[src/design/sbf_pkg.sv]
`default_nettype none

package sbf_pkg;

    // Field widths fixed by the stream and register formats.
    localparam int HASH_W          = 64;
    localparam int NUM_HASH_FIELDS = 8;
    localparam int IN_TDATA_W      = HASH_W * NUM_HASH_FIELDS;
    localparam int OUT_TDATA_W     = 8;
    localparam int ACTIVE_W        = 3;

    localparam int CFG_INDEX_W     = 2;
    localparam int CFG_DATA_W      = 16;
    localparam int STACK_BITS_W    = 15;
    localparam int HASHES_USED_W   = 4;
    localparam int INSERTS_W       = 16;
    localparam int LIMIT_W         = 3;

    // Register indexes on the configuration port.
    localparam logic [CFG_INDEX_W-1:0] CFG_STACK_BITS  = 2'd0;
    localparam logic [CFG_INDEX_W-1:0] CFG_HASHES_USED = 2'd1;
    localparam logic [CFG_INDEX_W-1:0] CFG_INSERTS     = 2'd2;
    localparam logic [CFG_INDEX_W-1:0] CFG_STACK_LIMIT = 2'd3;

    // Register reset values.
    localparam logic [STACK_BITS_W-1:0]  STACK_BITS_RST  = 15'd16384;
    localparam logic [HASHES_USED_W-1:0] HASHES_USED_RST = 4'd4;
    localparam logic [INSERTS_W-1:0]     INSERTS_RST     = 16'd1000;
    localparam logic [LIMIT_W-1:0]       STACK_LIMIT_RST = 3'd0;

    localparam int MIN_STACK_BITS = 8;
    localparam logic [INSERTS_W-1:0] COUNT_MAX = 16'hFFFF;

    typedef enum logic [3:0] {
        ST_CLEAR_ALL,
        ST_IDLE,
        ST_MOD_START,
        ST_MOD_WAIT,
        ST_CHK_RD,
        ST_CHK_EVAL,
        ST_INS,
        ST_UPDATE,
        ST_GROW_CLR,
        ST_OUT
    } state_t;

endpackage

`default_nettype wire

[src/design/sbf_mod_unit.sv]
`default_nettype none

// Restoring remainder unit: one dividend bit per cycle, most significant first.
module sbf_mod_unit #(
    parameter int DIV_W = 15
) (
    input  wire logic                       clk,
    input  wire logic                       rst_n,
    input  wire logic                       start,
    input  wire logic [sbf_pkg::HASH_W-1:0] dividend,
    input  wire logic [DIV_W-1:0]           divisor,
    output logic                            done,
    output logic [DIV_W-1:0]                remainder
);
    import sbf_pkg::*;

    localparam int CNT_W = $clog2(HASH_W + 1);

    logic [HASH_W-1:0] shift_reg, shift_next;
    logic [DIV_W-1:0]  rem_reg, rem_next;
    logic [CNT_W-1:0]  cnt_reg, cnt_next;
    logic              done_reg, done_next;
    logic [DIV_W:0]    trial;
    logic [DIV_W:0]    reduced;

    // The partial remainder stays below the divisor, so one subtract per step.
    assign trial   = {rem_reg, shift_reg[HASH_W-1]};
    assign reduced = (trial >= {1'b0, divisor}) ? (trial - {1'b0, divisor}) : trial;

    always_comb
    begin
        shift_next = shift_reg;
        rem_next   = rem_reg;
        cnt_next   = cnt_reg;
        done_next  = 1'b0;
        if (start)
        begin
            shift_next = dividend;
            rem_next   = '0;
            cnt_next   = CNT_W'(HASH_W);
        end
        else if (cnt_reg != '0)
        begin
            shift_next = {shift_reg[HASH_W-2:0], 1'b0};
            rem_next   = reduced[DIV_W-1:0];
            cnt_next   = cnt_reg - 1'b1;
            if (cnt_reg == CNT_W'(1))
            begin
                done_next = 1'b1;
            end
        end
    end

    always_ff @(posedge clk or negedge rst_n)
    begin
        if (!rst_n)
        begin
            cnt_reg  <= '0;
            done_reg <= 1'b0;
        end
        else
        begin
            cnt_reg  <= cnt_next;
            done_reg <= done_next;
        end
    end

    always_ff @(posedge clk)
    begin
        shift_reg <= shift_next;
        rem_reg   <= rem_next;
    end

    assign done      = done_reg;
    assign remainder = rem_reg;

endmodule

`default_nettype wire

[config.mk]
export PLATFORM = sky130hd
export DESIGN_NAME = sbf_mod_unit
export DESIGN_NICKNAME = d
export VERILOG_FILES = /design/src/design/sbf_pkg.sv /design/src/design/sbf_mod_unit.sv
export SDC_FILE = /design/constraint.sdc
export NUM_CORES = 1
export LEC_CHECK = 0
export ABC_AREA = 0
export BUFFER_PORTS_ARGS = -buffer_cell sky130_fd_sc_hd__buf_2
export CAP_MARGIN = 20
export CORE_MARGIN = 1.5
export CORE_UTILIZATION = 40
export CTS_CLUSTER_SIZE = 10
export DETAILED_ROUTE_END_ITERATION = 8
export GPL_ROUTABILITY_DRIVEN = 0
export PLACE_DENSITY = 0.62
export SETUP_SLACK_MARGIN = 0.4
export SYNTH_ARGS = -nofsm -noshare
export SYNTH_HDL_FRONTEND = slang
export SYNTH_SLANG_ARGS = --single-unit
[constraint.sdc]
create_clock -name clk -period 2.79 [get_ports clk]
set_input_delay 0.558 -clock clk [delete_from_list [all_inputs] [get_ports clk]]
set_output_delay 0.558 -clock clk [all_outputs]
set_load 0.01 [all_outputs]
Word-level counts from Yosys, hierarchy flattened:

Cells that the tools add are included.

* output and inout bits: 16
* bits in registers: 87

* equal/unequal tests: 1
* magnitude comparators: 1
* reductions and logical operators: 2
* add/subtract/negate cells: 2
* mux-type cells: 8

Operators by type and width (number)
* 64-bit 2-to-1 mux: 2
* 16-bit by 15-bit greater-or-equal comparator with 1-bit output: 1
* 15-bit 2-to-1 mux: 1
* 15-bit subtractor: 1
* 7-bit 2-to-1 mux: 2
* 7-bit by 1-bit equality test with 1-bit output (second input constant): 1
* 7-bit nonzero test: 1
* 7-bit by 1-bit subtractor with 7-bit output (second input constant): 1
* 1-bit 2-to-1 mux: 3
* 2-bit nonzero test: 1

Longest topological paths before layout:

Gate-level depths: netlist (run 1).

* word-level depth: 4
* depth in mapped cells: 10
* mapped depth without buffers: 9

Least setup slack after synthesis (run 1):

No wires, ideal clock.

* kind: input port to flip-flop
* from: in divisor[0]
* to: reg rem_reg[9], in the netlist remainder[9]
* arrival time: 2678 ps
* stages on the path: 8
* library setup time: 91 ps
* path slack: 21 ps
* buffers on the path: 0
* cell sequence: ha_1 -> fa_1 -> nand2b_1 -> a21oi_1 -> o21bai_1 -> a41o_1 -> or4_1 -> a311oi_1

* longest elaborated chain between the ends: 2

Ends and longest elaborated chain
* start: declaration: line sbf_mod_unit.sv:11 `input wire logic [DIV_W-1:0] divisor,`
* 15-bit subtractor or 16-bit by 15-bit greater-or-equal comparator with 1-bit output (tied branches): line sbf_mod_unit.sv:28 `assign reduced = (trial >= {1'b0, divisor}) ? (trial - {1'b0, divisor}) : trial;`
* 15-bit 2-to-1 mux *: line sbf_mod_unit.sv:28
* end signal: assignment: line sbf_mod_unit.sv:71 `rem_reg <= rem_next;`
* end: declaration: line sbf_mod_unit.sv:20 `logic [DIV_W-1:0] rem_reg, rem_next;`

Every way passes the cells marked *; elsewhere a longest branch is shown, timed or not.
A chain may end at the register's enable or synchronous reset.

Worst setup path after layout (run 1):

* from: reg rem_reg[6], in the netlist remainder[6]
* to: reg rem_reg[9], in the netlist remainder[9]

* longest elaborated chain between the ends: 2

Ends and longest elaborated chain (line)
* 15-bit subtractor or 16-bit by 15-bit greater-or-equal comparator with 1-bit output (tied branches): sbf_mod_unit.sv:28
* 15-bit 2-to-1 mux *: sbf_mod_unit.sv:28

Marks and branches as above.

==> results of run 1 <==
-- cell type report --
class	count	share of cell area [%]
sequential	87	42.1
multi-input combinational	259	36.9
timing repair buffer	121	11.9
clock buffer	11	4.04
tap	140	3.04
inverter	23	1.50
clock inverter	5	0.564
-- cells by family after synthesis --
family	count (synthesis)	synth area share, %
simple gates	100	11.3
flops	87	52.7
compound gates	68	10.1
mux	64	15.7
buf+inv	41	3.43
fa+ha+maj	18	5.06
xor+xnor	9	1.72
-- worst min path at each step --
stage	to	slack, ns
floorplan	cnt_reg[0]	0.26
global placement	done	0.41
detailed placement	done	0.42
CTS	cnt_reg[4]	0.05
global route	cnt_reg[1]	0.06
finish	cnt_reg[0]	0.06
-- metal layers --
metal  track usage (%)  up-vias  part of all wire (%)
li1                  -     1683                     -
met1              23.9     1630                    47
met2              26.3       89                    46
met3              3.17       11                   4.9
met4              7.14        0                   1.6
met5                 0        -                     0
-- report_power, final --
group          switching, µW  internal [µW]  total (µW)
clock network            496            603        1100
logic                    650            614        1260
registers                158           1730        1890
-- cell usage after synthesis (2+ instances only) --
master     count  area (µm²)
nor4_1         7        43.8
o21ai_0       11        55.1
o211ai_1       3        22.5
mux2_2        64         721
nand2_1       19        71.3
inv_1         23        86.3
a21o_1         3        22.5
clkbuf_1      12        45.0
nor2_1        28         105
and2_1         2        12.5
a221o_1        2        20.0
a311oi_1       6        52.6
dfxtp_1       15         300
xor2_1         4        35.0
edfxtp_1      64        1920
ha_1          17         213
o21bai_1       4        30.0
nor3b_1        2        15.0
a211oi_1       5        37.5
nand4_1        2        12.5
dfrtp_1        8         200
buf_2          3        15.0
o21a_1         2        15.0
nand3_1       11        55.1
nor2b_1        5        31.3
xnor2_1        5        43.8
a2111oi_0      2        17.5
nand2b_1       6        37.5
or3_1          2        12.5
nor3_1         3        15.0
a21oi_1       18        90.1
buf_1          3        11.3
or4_1          5        37.5
-- through the flow --
stage	TNS [ns]	hold slack, ns	utilization [%]	area [µm²]	total power [µW]
after floorplan	0	0.262	-	4680	2750
after global placement	0	0.414	49.2	5420	3090
after detailed placement	-0.0146	0.417	49.2	5420	3130
after CTS	0	0.0513	51.7	5700	4270
after global routing	0	0.0582	52.3	5760	4530
final	0	0.0607	52.3	5760	4260
-- critical path, cell delays in order, from the launching register on --
cell and delay, ns:
dfxtp_2 0.35, ha_4 0.30, and4_4 0.24, nand3_2 0.09, o31a_1 0.29, a41o_1 0.30
or4_1 0.50, a311oi_1 0.27
-- timing repair --
action	in CTS	in global routing
setup endpoints to repair	12	13
buffers inserted	2	3
gates cloned	0	1
pin swaps	5	7
endpoints found under the hold margin	0	0
gates resized for setup	1	11
==> metrics, run 1 <==
most frequent cells in the layout 96 x buf_2, 64 x mux2_2, 64 x edfxtp_1; Rows 38; Synth cell types 54; EDFF count, synth 64; CTS root buf clkbuf_16; crit path to remainder[9]; Seq/Total Area, Yosys 52.7%; First-pass DRT Iterations 4; antenna violation net count after detailed routing 0; cts-stage hold buffer count 0; wire per inst 15.7 µm; die width 110 µm; Seq cells post-synth 87; Largest register FFs 64; Least-Margin Pin Slew 0.543 ns; Top Ports 98; Max-Cap Viols 0; outcome finished, final reports clean; Overflow after GRT 0; Die Span Y 110 µm; Initial Util 41.7%; Layout fillers 1006; Hold Fails Final Rpt 0; Setup crit start kind flop; leakage power 0.00240 µW; syn_nets 487; RSZ-0062 raised after global routing true; Vias/cell 5.28; Hold Crit Class in -> async; Worst Path Arrival 2.69 ns; clock tree buffer depth 2; TritonCTS clock tree yes; GRT Total Usage 17.2%; mapped cell area 4600 µm²; Max Fclk 410 MHz; crit path time final 2.44 ns; worst reg-to-reg path cell count 7; final worst slack 0.348 ns; Critical R2R Launch remainder[6]; clk_lat worst skew 0.34 ns; initial antenna violation count 0; WS Path Type reg -> reg; CTS Buf Count 9; H-tree Lvls 3; via count 3413; placed insts 624; nets 601; pin count of the biggest net entering global routing 64; Worst EP required 3.04 ns; Slew HR 63.5%; vias in the first global route 3259; final setup violation count 0; Final Cycle Share 87.5%; number of DRC markers in iteration 0 135; ys flop type edfxtp_1; IR drop worst, VDD 360 µV; area grow syn2layout 25.4%; drt total wl 10200 µm; PortBufs 97; Reg2Reg Setup Slack 0.35 ns; Die ar. 12100 µm²; worst setup path start remainder[6]; Worst Path Max Fanout 6; synth warn 0; layout cell share with drive strength beyond 1 44.1%; multi-input logic area 2130 µm²; Crit. End Element flop; clk slew on worst S/H paths 0.07 ns; Non-Filler Instances 646; FFs w/ async S/R, synth 9.20%; reg2reg end remainder[9]; drt drc 0; storage element area 2430 µm²; core area 11000 µm²; cell count after synthesis 387; pre-CTS WS -0.0146 ns; clk sink count 87; clock skew 0.00828 ns; Cell Pwr Density 738 nW/µm²; commonest non-fill, non-tap cell in the layout buf_2; Final Slew Violations 0; Mean Syn Cell Area 11.9 µm²; post-DP HPWL 6980 µm; Diodes inserted 0; first-pass GRT wire length 15700 µm
Power figures use the tool's default switching activity.
==> inputs of run 2 (changes only) <==
--- a/config.mk
+++ b/config.mk
@@ -8,13 +8,13 @@
 export ABC_AREA = 0
 export BUFFER_PORTS_ARGS = -buffer_cell sky130_fd_sc_hd__buf_2
 export CAP_MARGIN = 20
+export CORE_ASPECT_RATIO = 1.2
 export CORE_MARGIN = 1.5
 export CORE_UTILIZATION = 40
 export CTS_CLUSTER_SIZE = 10
 export DETAILED_ROUTE_END_ITERATION = 8
 export GPL_ROUTABILITY_DRIVEN = 0
 export PLACE_DENSITY = 0.62
-export SETUP_SLACK_MARGIN = 0.4
 export SYNTH_ARGS = -nofsm -noshare
 export SYNTH_HDL_FRONTEND = slang
 export SYNTH_SLANG_ARGS = --single-unit
==> run 2 against run 1 <==
Final area fell by 0.67%. Core utilization fell by 0.62 points. Critical path depth rose by 2. Via count fell by 0.59%. Critical path type unchanged. Highest routed layer unchanged.
==> metrics, run 2 (synthesis results as in run 1) <==
Diodes inserted 0 (unchanged); reg2reg end remainder[9] (unchanged); Largest register FFs 64 (unchanged); P_int 3020 µW (was 2950 µW); Rows 42 (was 38); sw frac 30.4% (was 30.6%); Worst Path Arrival 2.88 ns (was 2.69 ns); Crit. End Element flop (unchanged); Least-Margin Pin Slew 0.654 ns (was 0.543 ns); initial antenna violation count 0 (unchanged); Die Span Y 120 µm (was 110 µm); outcome finished, final reports clean (unchanged); WS Path Type reg -> reg (unchanged); via count 3393 (was 3413); Die ar. 12100 µm² (about the same); nets 602 (was 601); GRT Total Usage 16.3% (was 17.2%); pin count of the biggest net entering global routing 66 (was 64); Psw 1320 µW (was 1300 µW); CTS Buf Count 9 (unchanged); number of DRC markers in iteration 0 154 (was 135); RSZ-0062 raised after global routing false (was true); First-pass DRT Iterations 4 (unchanged); DR WL met2 4660 µm (was 4700 µm); Worst EP required 3.04 ns (about the same); area grow syn2layout 24.6% (was 25.4%); clk_lat worst skew 0.34 ns (about the same); met3 wire len 487 µm (was 503 µm); Flop pwr share 43.3% (was 44.5%); clk slew on worst S/H paths 0.07 ns (about the same); clock skew 0.00794 ns (was 0.00828 ns); first-pass GRT wire length 15500 µm (was 15700 µm); Cell Pwr Density 758 nW/µm² (was 738 nW/µm²); die width 101 µm (was 110 µm); clock tree buffer depth 2 (unchanged); IR drop worst, VDD 305 µV (was 360 µV); antenna violation net count after detailed routing 0 (unchanged); setup TNS 0 ns (unchanged); Comb power frac 27.7% (was 29.7%); most frequent cells in the layout 96 x buf_2, 64 x mux2_2, 64 x edfxtp_1 (unchanged); core area 11100 µm² (was 11000 µm²); Worst Path Max Fanout 4 (was 6); Final Cycle Share 94.2% (was 87.5%); Overflow after GRT 0 (unchanged); Setup crit start kind flop (unchanged); post-DP HPWL 6880 µm (was 6980 µm); drt drc 0 (unchanged); Util after Layout 51.6% (was 52.3%); CTS root buf clkbuf_16 (unchanged); layout cell share with drive strength beyond 1 41.0% (was 44.1%); post-CTS setup buffer count 0 (was 2); Reg2Reg Setup Slack 0.16 ns (was 0.35 ns); Final Slew Violations 0 (unchanged); vias in the first global route 3272 (was 3259); Hold Crit Class in -> async (unchanged); Clk pwr share 29.1% (was 25.8%); Highest Signal Layer met4 (unchanged); Initial Util 41.4% (was 41.7%); crit path time final 2.63 ns (was 2.44 ns); clk sink count 87 (unchanged); Slew HR 56.4% (was 63.5%); PortBufs 97 (unchanged); Hold Fails Final Rpt 0 (unchanged); Critical R2R Launch shift_reg[63] (was remainder[6]); wire per inst 14.7 µm (was 15.7 µm); H-tree Lvls 3 (unchanged); Max Fclk 380 MHz (was 410 MHz); TritonCTS clock tree yes (unchanged); final setup violation count 0 (unchanged); drt total wl 9700 µm (was 10200 µm); Max-Cap Viols 0 (unchanged); Vias/cell 5.13 (was 5.28); Met1 Wirelength 4400 µm (was 4800 µm); commonest non-fill, non-tap cell in the layout buf_2 (unchanged); Top Ports 98 (unchanged); worst reg-to-reg path cell count 9 (was 7); leakage power 0.00244 µW (was 0.00240 µW)
## run 2: changes by cell type in the layout (fill, tap and decap cells not counted), moves of 2 or more
cell / change
ha_4: -5
dfxtp_2: -4
a211oi_2: -2
dfxtp_1: +4
inv_1: +4
a211oi_1: +2
ha_1: +5
clkbuf_1: -2
buf_4: +2
clkinv_1: -2
inv_2: -4
## run 2: per-stage QoR
stage / hold slack [ns] / worst slack, ns / cell area (µm²) / total power [µW] / instances
3_3_place_gp: 0.415 / -0.0488 / 5410 / 3070 / 645
3_5_place_dp: 0.419 / -0.143 / 5410 / 3100 / 645
6_report: 0.0567 / 0.161 / 5730 / 4340 / 661
5_1_grt: 0.0604 / 0.0231 / 5730 / 4600 / 661
4_1_cts: 0.0568 / 0.0767 / 5720 / 4380 / 661
2_1_floorplan: 0.262 / 0.0210 / 4600 / 2700 / 387
## run 2: power groups by stage
stage | logic (µW) | clock network, µW | registers, µW
after floorplan | 814 | 0 | 1890
after global placement | 1180 | 0 | 1890
after detailed placement | 1190 | 0 | 1910
after CTS | 1200 | 1290 | 1880
after global routing | 1350 | 1340 | 1920
final | 1200 | 1260 | 1880
## run 2: routing by layer
| layer | track usage, % | vias to the layer above |
|---|---|---|
| met5 | 0 | - |
| met4 | 7.04 | 0 |
| met3 | 2.54 | 13 |
| met2 | 26.3 | 92 |
| met1 | 21.8 | 1602 |
| li1 | - | 1686 |
## run 2: layout make-up
type | count | area [µm²]
clock inverters | 7 | 90.1
clock buffers | 9 | 225
fillers | 1021 | 5360
repair buffers | 122 | 688
inverters | 23 | 86.3
multi-input cells | 259 | 2020
flip-flops and latches | 87 | 2420
well taps | 154 | 193
## run 2: worst max-delay path, stage by stage, from the launching register on
cell,delay [ns]
edfxtp_1,0.38
inv_1,0.07
ha_1,0.20
fa_1,0.38
nand2b_1,0.21
a21oi_2,0.17
o21bai_1,0.11
a41o_1,0.25
or4_1,0.52
a311oi_1,0.26
## run 2: how the worst max path moves through the flow
stage | startpoint | endpoint | slack [ns] | cells after the start
2_1_floorplan | divisor[0] | remainder[9] | 0.02 | 8
3_3_place_gp | divisor[0] | remainder[9] | -0.05 | 9
3_5_place_dp | divisor[0] | remainder[9] | -0.14 | 9
4_1_cts | shift_reg[63] | remainder[9] | 0.08 | 9
5_1_grt | shift_reg[63] | remainder[9] | 0.02 | 9
6_report | shift_reg[63] | remainder[9] | 0.16 | 9
## run 2: timing repair
item | 4_1_cts | 5_1_grt
gates resized for setup | 0 | 1
setup endpoints to repair | 0 | 3
hold buffers | 0 | 0
==> inputs of run 3 (changes only) <==
--- a/config.mk
+++ b/config.mk
@@ -8,13 +8,16 @@
 export ABC_AREA = 0
 export BUFFER_PORTS_ARGS = -buffer_cell sky130_fd_sc_hd__buf_2
 export CAP_MARGIN = 20
+export CELL_PAD_IN_SITES_DETAIL_PLACEMENT = 0
+export CELL_PAD_IN_SITES_GLOBAL_PLACEMENT = 1
 export CORE_ASPECT_RATIO = 1.2
 export CORE_MARGIN = 1.5
-export CORE_UTILIZATION = 40
+export CORE_UTILIZATION = 39
 export CTS_CLUSTER_SIZE = 10
 export DETAILED_ROUTE_END_ITERATION = 8
 export GPL_ROUTABILITY_DRIVEN = 0
-export PLACE_DENSITY = 0.62
+export PLACE_DENSITY = 0.74
+export SETUP_SLACK_MARGIN = 0.15
 export SYNTH_ARGS = -nofsm -noshare
 export SYNTH_HDL_FRONTEND = slang
 export SYNTH_SLANG_ARGS = --single-unit
==> run 3 against run 2 <==
Register-to-register slack improved by 0.07 ns. Clock power fell by 8%. Hold slack got worse by 0.0027 ns. Critical endpoint unchanged.
==> metrics, run 3 (synthesis results as in run 1) <==
Worst Path Max Fanout 4 (unchanged); GRT Total Usage 16.4% (was 16.3%); crit path time final 2.56 ns (was 2.63 ns); Diodes inserted 0 (unchanged); core area 11500 µm² (was 11100 µm²); multi-input logic area 2040 µm² (was 2020 µm²); post-DP HPWL 7310 µm (was 6880 µm); Top Ports 98 (unchanged); Hold Crit Class in -> async (unchanged); via count 3409 (was 3393); outcome finished, final reports clean (unchanged); First-pass DRT Iterations 5 (was 4); layout cell share with drive strength beyond 1 41.8% (was 41.0%); Max-Cap Viols 0 (unchanged); CTS Buf Count 9 (unchanged); Least-Margin Pin Slew 0.799 ns (was 0.654 ns); Setup crit start kind flop (unchanged); Cell Pwr Density 744 nW/µm² (was 758 nW/µm²); number of DRC markers in iteration 0 183 (was 154); Initial Util 39.9% (was 41.4%); area grow syn2layout 24.8% (was 24.6%); Final Slew Violations 0 (unchanged); Rows 43 (was 42); wire per inst 15.1 µm (was 14.7 µm); Util after Layout 49.8% (was 51.6%); die width 102 µm (was 101 µm); antenna violation net count after detailed routing 0 (unchanged); nets 604 (was 602); Layout fillers 1063 (was 1021); clk slew on worst S/H paths 0.07 ns (about the same); setup TNS 0 ns (unchanged); Hold Slack 0.0540 ns (was 0.0567 ns); first-pass GRT wire length 15700 µm (was 15500 µm); Worst EP required 3.04 ns (about the same); IR drop worst, VDD 274 µV (was 305 µV); storage element area 2420 µm² (unchanged); Overflow after GRT 0 (unchanged); commonest non-fill, non-tap cell in the layout buf_2 (unchanged); clk sink count 87 (unchanged); clock skew 0.00741 ns (was 0.00794 ns); drt drc 0 (unchanged); clk_lat worst skew 0.34 ns (about the same); Worst Path Arrival 2.81 ns (was 2.88 ns); vias in the first global route 3266 (was 3272); Vias/cell 5.12 (was 5.13); RSZ-0062 raised after global routing false (unchanged); clock tree buffer depth 2 (unchanged); H-tree Lvls 3 (unchanged); Largest register FFs 64 (unchanged); pin count of the biggest net entering global routing 91 (was 66); WS Path Type reg -> reg (unchanged); Final Cycle Share 91.6% (was 94.2%); Die ar. 12400 µm² (was 12100 µm²); Hold Fails Final Rpt 0 (unchanged); Pwr Total 4270 µW (was 4340 µW); Max Fclk 391 MHz (was 380 MHz); final setup violation count 0 (unchanged); leakage power 0.00244 µW (about the same); Slew HR 46.8% (was 56.4%); Crit. End Element flop (unchanged); drt total wl 10100 µm (was 9700 µm); PortBufs 97 (unchanged); initial antenna violation count 0 (unchanged); most frequent cells in the layout 96 x buf_2, 64 x mux2_2, 64 x edfxtp_1 (unchanged); CTS root buf clkbuf_16 (unchanged); Die Span Y 122 µm (was 120 µm); TritonCTS clock tree yes (unchanged)
-- run 3: changes by cell type in the layout (fill, tap and decap cells not counted), sizes merged --
cell	before	now
clkinvlp	2	1
buf	122	124
clkinv	1	2
bufinv	1	0
inv	26	27
-- run 3: per-layer routing --
| metal | GRT usage [%] | part of all wire [%] | up-vias |
|---|---|---|---|
| met5 | 0 | 0 | - |
| met4 | 5.65 | 1.4 | 0 |
| met3 | 3.21 | 4.4 | 10 |
| met2 | 27.8 | 50 | 78 |
| met1 | 20.7 | 44 | 1631 |
| li1 | - | - | 1690 |
-- run 3: final cells by class --
class,instances,area share [%]
Clock buffer,9,3.93
Clock inverter,7,1.11
Inverter,23,1.51
Multi-Input combinational cell,259,35.5
Sequential cell,87,42.2
Tap cell,157,3.43
Timing Repair Buffer,124,12.3
-- run 3: critical path, cell delays in order, from the launching register on --
cell and delay [ns]:
edfxtp_1 0.37, inv_1 0.07, ha_1 0.21, fa_2 0.35, nand2b_4 0.15, a21oi_2 0.16
o21bai_1 0.11, a41o_1 0.23, or4_1 0.54, a311oi_2 0.28
-- run 3: where the power goes --
group	switching, µW	total [µW]	internal (µW)	leakage (µW)
Sequential	150	1880	1730	0.000901
Combinational	634	1220	590	0.00140
Clock	537	1160	622	0.000140
Total	1320	4270	2940	0.00244
-- run 3: final timing paths --
| check | endpoint | cells after the start | startpoint | slack, ns |
|---|---|---|---|---|
| max | remainder[9] | 9 | shift_reg[63] | 0.23 |
| min | done | 1 | rst_n | 0.05 |
| max reg2reg | remainder[9] | 9 | shift_reg[63] | 0.23 |
| min reg2reg | remainder[14] | 2 | remainder[14] | 0.52 |
| max in group asynchronous | cnt_reg[0] | 1 | rst_n | 2.56 |
| min in group clk | shift_reg[0] | 2 | dividend[0] | 0.51 |
-- run 3: stage by stage --
stage / setup slack (ns) / cells / instance area [µm²]
floorplan: 0.0985 / 387 / 4610
global placement: 0.0260 / 649 / 5430
detailed placement: -0.0655 / 649 / 5430
CTS: 0.151 / 665 / 5720
global route: 0.167 / 666 / 5730
finish: 0.233 / 666 / 5730
-- run 3: what timing repair did --
action | CTS | global route
setup endpoints to repair | 0 | 2
hold endpoints to repair | 0 | 0
hold buffers | 0 | 0
gates resized for setup | 0 | 2
buffers inserted | 0 | 1
